===== src/design/gbs_pkg.sv =====
// Shared constants and codes of the staggered-grid bilinear sampler.
package gbs_pkg;

   localparam int MAX_COLS_DEF   = 128;
   localparam int MAX_ROWS_DEF   = 128;
   localparam int VALUE_BITS_DEF = 32;

   // item kinds carried in tuser bit 0
   localparam logic ACT_WRITE  = 1'b0;
   localparam logic ACT_SAMPLE = 1'b1;

   // grid codes
   localparam logic [1:0] GRID_CENTER = 2'd0;
   localparam logic [1:0] GRID_U_FACE = 2'd1;
   localparam logic [1:0] GRID_V_FACE = 2'd2;
   localparam logic [1:0] GRID_NONE   = 2'd3;

   // configuration register indexes
   localparam logic [1:0] REG_GRID_WIDTH    = 2'd0;
   localparam logic [1:0] REG_GRID_HEIGHT   = 2'd1;
   localparam logic [1:0] REG_INV_CELL_SIZE = 2'd2;

   localparam logic [7:0]  GRID_WIDTH_RST    = 8'd64;
   localparam logic [7:0]  GRID_HEIGHT_RST   = 8'd64;
   localparam logic [23:0] INV_CELL_SIZE_RST = 24'd65536;

   localparam int FRAC_BITS = 16;
   localparam int HALF_Q16  = 32768;

endpackage


===== src/design/gbs_lerp.sv =====
// Two-stage fixed-point linear blend a*(1-t) + b*t with round half up.
module gbs_lerp
   import gbs_pkg::*;
#(
   parameter int W = 32
) (
   input  logic                clock,
   input  logic                en,
   input  logic signed [W-1:0] a,
   input  logic signed [W-1:0] b,
   input  logic [FRAC_BITS-1:0] t,
   output logic signed [W-1:0] y
);

   localparam int PW = W + FRAC_BITS + 2;
   localparam int SW = PW + 1;

   logic [FRAC_BITS:0]    wa;
   logic signed [PW-1:0]  pa_ff, pa_in;
   logic signed [PW-1:0]  pb_ff, pb_in;
   logic signed [SW-1:0]  sum;
   logic signed [W-1:0]   y_ff, y_in;

   always_comb begin
      wa    = (FRAC_BITS+1)'(1 << FRAC_BITS) - {1'b0, t};
      pa_in = PW'(a * $signed({1'b0, wa}));
      pb_in = PW'(b * $signed({2'b0, t}));
      sum   = SW'(pa_ff) + SW'(pb_ff) + SW'(HALF_Q16);
      // blend stays within the range of its inputs
      y_in  = W'(sum >>> FRAC_BITS);
   end

   always_ff @(posedge clock) begin
      if (en) begin
         pa_ff <= pa_in;
         pb_ff <= pb_in;
         y_ff  <= y_in;
      end
   end

   assign y = y_ff;

endmodule


===== config.mk =====
export PLATFORM = sky130hd
export DESIGN_NAME = gbs_lerp
export DESIGN_NICKNAME = d
export VERILOG_FILES = /design/src/design/gbs_pkg.sv /design/src/design/gbs_lerp.sv
export SDC_FILE = /design/constraint.sdc
export NUM_CORES = 2
export LEC_CHECK = 0
export BUFFER_PORTS_ARGS = -buffer_cell sky130_fd_sc_hd__buf_2
export CAP_MARGIN = 20
export CORE_ASPECT_RATIO = 1.4
export CORE_MARGIN = 3
export CORE_UTILIZATION = 37
export CTS_CLUSTER_DIAMETER = 50
export DETAILED_ROUTE_END_ITERATION = 6
export GPL_TIMING_DRIVEN = 0
export PLACE_DENSITY_LB_ADDON = 0.05
export SKIP_LAST_GASP = 1
export SYNTH_ARGS = -nofsm -noshare
export SYNTH_HDL_FRONTEND = slang
export SYNTH_SLANG_ARGS = --single-unit

===== constraint.sdc =====
create_clock -name clock -period 11 [get_ports clock]
set_input_delay 2.75 -clock clock [delete_from_list [all_inputs] [get_ports clock]]
set_output_delay 2.75 -clock clock [all_outputs]
set_load 0.01 [all_outputs]

==> insert_results.sql <==
INSERT INTO impl_metrics (metric_group, metric, value, unit) VALUES
('outcome', 'status', 'complete, no violations', ''),
('routing', 'antenna_violating_nets_post_route', '0', ''),
('routing', 'detailroute.via_count', '29900', ''),
('yosys', 'yosysMostFrequentCell', 'inv_1', ''),
('yosys', 'synth_warnings', '0', ''),
('floorplanning', 'core_area', '112000', 'sq um'),
('place', 'finalWeightedCongestion', '0.857', ''),
('min_path', 'startpoint_of_the_worst_hold_path', 'pb_ff[47]', ''),
('clocking', 'clockBufferDepth', '2', ''),
('setup_path', 'timing.critical_path.fanout_max', '11', ''),
('routing', 'route.final.wire_length', '128000', 'um'),
('setup_path', 'cp-startpoint', 't[7]', ''),
('routing', 'avgRoutedWirePerCell', '20.9', 'um'),
('setup_path', 'critical_path_class', 'primary input to flop', ''),
('finish', 'final_cell_count_no_fill', '6129', ''),
('floorplanning', 'fp-row-count', '145', ''),
('routing', 'drc', '0', ''),
('global_route', 'grt.met1_usage', '0.282', ''),
('sta', 'final.hold.worst_slack', '0.798', 'ns'),
('clocking', 'clock_tree_root_buffer_cell', 'clkbuf_16', ''),
('global_route', 'grt_use_total', '0.224', ''),
('global_route', 'global_route.usage.met3', '0.0167', ''),
('setup_path', 'critPathMaxStageDelay', '0.54', 'ns'),
('place', 'post-dp-hpwl', '111000', 'um'),
('global_route', 'met2_capacity_usage_during_global_routing', '0.413', ''),
('floorplanning', 'top_level_ports', '114', ''),
('sta', 'timing.max_slew.rel_slack', '0.303', ''),
('setup_path', 'timing.critical_path.arrival', '10.98', 'ns'),
('global_route', 'antenna_found_initial', '13', ''),
('yosys', 'syn_avg_cell_area', '9.37', 'sq um'),
('yosys', 'ys_seq_elements', '128', ''),
('sta', 'final_max_slew_viol_count', '0', ''),
('sta', 'clock-skew-final', '0.0144', 'ns'),
('yosys', 'yosys.area.top_type', 'fa_1', ''),
('yosys', 'synth_common_cells', '1111 x inv_1, 993 x fa_1, 690 x nand2_1', ''),
('setup_path', 'crit_slowest_cell', 'fa_1', ''),
('clocking', 'cts_inserted_buffers', '17', ''),
('yosys', 'yosysUniqueCellTypes', '64', ''),
('setup_path', 'cp_data_required_time', '11.16', 'ns'),
('yosys', 'register_area_share_after_synthesis', '0.0911', ''),
('setup_path', 'worstReg2RegStart', 'pb_ff[13]', ''),
('setup_path', 'critPathLaunchType', 'primary input', ''),
('sta', 'final_hold_viol_count', '0', ''),
('sta', 'finalWorstPathRequiredPeriod', '10.82', 'ns'),
('floorplanning', 'chipWidth', '291', 'um'),
('yosys', 'synth_enable_flop_cells', '128', ''),
('setup_path', 'timing.reg2reg.setup_slack', '6.83', 'ns'),
('routing', 'first_iter_violations', '1539', ''),
('yosys', 'async_reset_ff_frac', '0', ''),
('global_route', 'grt_first_pass_wirelength', '198000', 'um'),
('clocking', 'cts.sinks', '128', ''),
('yosys', 'post_syn_instances', '4501', ''),
('routing', 'detail_route.first_pass.iterations', '5', ''),
('clocking', 'clkTransAtPathRegs', '0.06', 'ns'),
('sta', 'setup_viol_count_final', '0', ''),
('clocking', 'cts_tree', 'done', ''),
('setup_path', 'crit_path_end_kind', 'flop', ''),
('floorplanning', 'die_height', '406', 'um'),
('min_path', 'hold_path_class', 'flop to flop', ''),
('global_route', 'vias_in_the_first_global_route', '32700', ''),
('place', 'place.port_buffers', '99', ''),
('clocking', 'cts_max_level', '4', ''),
('floorplanning', 'initial_utilization', '0.376', ''),
('global_route', 'remaining_global_route_overflow', '0', ''),
('sta', 'final.period_utilization', '0.984', ''),
('sta', 'worst_slew_pin_slew', '1.05', 'ns'),
('yosys', 'ys_dominant_reg_cell', 'edfxtp_1', ''),
('global_route', 'grt-busiest-layer', 'met2', ''),
('global_route', 'grt_max_degree', '84', ''),
('yosys', 'post-synth-top-area-fraction', '0.471', ''),
('finish', 'layout_cells_sized_above_1', '0.0478', ''),
('sta', 'max_freq', '92.4', 'MHz'),
('place', 'place_inst', '6079', ''),
('flow_run', 'max_cap_violation_count', '0', ''),
('setup_path', 'crit_top_cell', 'fa_1', ''),
('clocking', 'clock_latency', '0.42', 'ns'),
('finish', 'nNetsFinal', '6030', ''),
('yosys', 'net_count_after_synthesis', '5895', ''),
('finish', 'areaGrowthSynthToFinish', '8.25', '%'),
('routing', 'viasPerCell', '4.88', ''),
('floorplanning', 'dieArea', '118000', 'sq um'),
('yosys', 'synth_top_cells_by_area', 'fa_1 47%, inv_1 9.9%, ha_1 9.5%', ''),
('yosys', 'netlist_area', '42200', 'sq um');
-- layer usage --
layer  wire length, um  vias to the layer above
met5                 0                        -
met4              3670                        0
met3              3770                      118
met2             68600                      532
met1             52100                    15700
li1                  -                    13500
-- cells in the final DEF, fill, tap and decap left out, types with 5 or more instances in the layout --
master	Yosys	layout
xor2_1	41	36
nand4_1	20	20
clkbuf_1	187	149
o211ai_1	5	5
ha_1	319	318
clkbuf_16	0	17
nor3_1	19	17
nand2_1	690	689
o21a_1	17	17
a211oi_1	9	9
clkbuf_2	0	20
a21o_1	64	64
inv_1	1111	1111
o2111ai_1	6	6
a21oi_1	99	99
nor2_1	68	68
fa_1	993	993
buf_2	2	104
nor2b_1	10	10
clkbuf_4	0	6
and3_1	11	10
a31oi_1	10	9
clkinv_4	0	5
xnor2_1	110	105
and2_1	425	425
a21boi_0	5	5
o21ai_0	47	46
xnor2_2	0	5
o21bai_1	14	14
nand3_1	13	13
nand2b_1	14	14
diode_2	0	11
edfxtp_1	128	128
buf_4	0	18
-- critical path: cells and delay by family --
kind	cells	cell delay (ns)
compound gates	6	1.54
simple gates	8	2.26
fa+ha+maj	7	3.10
xor+xnor	2	0.24
buf+inv	8	1.06
-- cell type report --
cell class | count | area [sq um]
Antenna cell | 11 | 27.5
Clock inverter | 14 | 160
Fill cell | 11500 | 66600
Clock buffer | 17 | 425
Buffer | 188 | 801
Inverter | 1112 | 4170
Timing Repair Buffer | 118 | 696
Multi-Input combinational cell | 3071 | 33700
Sequential cell | 128 | 3840
Tap cell | 1470 | 1840
-- state kept, by name, summed over array words and instances (netlist names) --
name and flops:
pb_ff 48, y 32, pa_ff 48
-- per-stage QoR --
step           setup TNS [ns]  cell area (sq um)  worst slack, ns   util
2_1_floorplan               0              42200            0.623      -
3_3_place_gp           -58.69              44500            -2.70  0.396
3_5_place_dp           -48.06              44600            -2.32  0.397
4_1_cts               -0.0495              45400          -0.0450  0.405
5_1_grt               -0.0317              45600          -0.0188  0.406
6_report                    0              45700            0.181  0.407
-- worst paths after layout --
path                to  depth (start not counted)
max          pa_ff[33]                         31
min              y[31]                          2
max reg2reg      y[18]                         12
min reg2reg      y[31]                          2
-- timing repair --
item                       CTS  global route
gates resized for setup     54            55
hold buffers                 0             0
setup endpoints to repair   31            15
buffers inserted             5             4
pin swaps                    3            11
-- kinds of logic after synthesis --
group / Yosys count / share of synthesized area
compound gates: 313 / 0.0485
fa+ha+maj: 1312 / 0.566
mux: 2 / 0.000475
xor+xnor: 151 / 0.0314
flops: 128 / 0.0911
simple gates: 1293 / 0.147
buf+inv: 1302 / 0.116
Power is left out: the tool's default activity adds up to more than one toggle a clock period on the data nets, which glitch-free logic cannot reach.
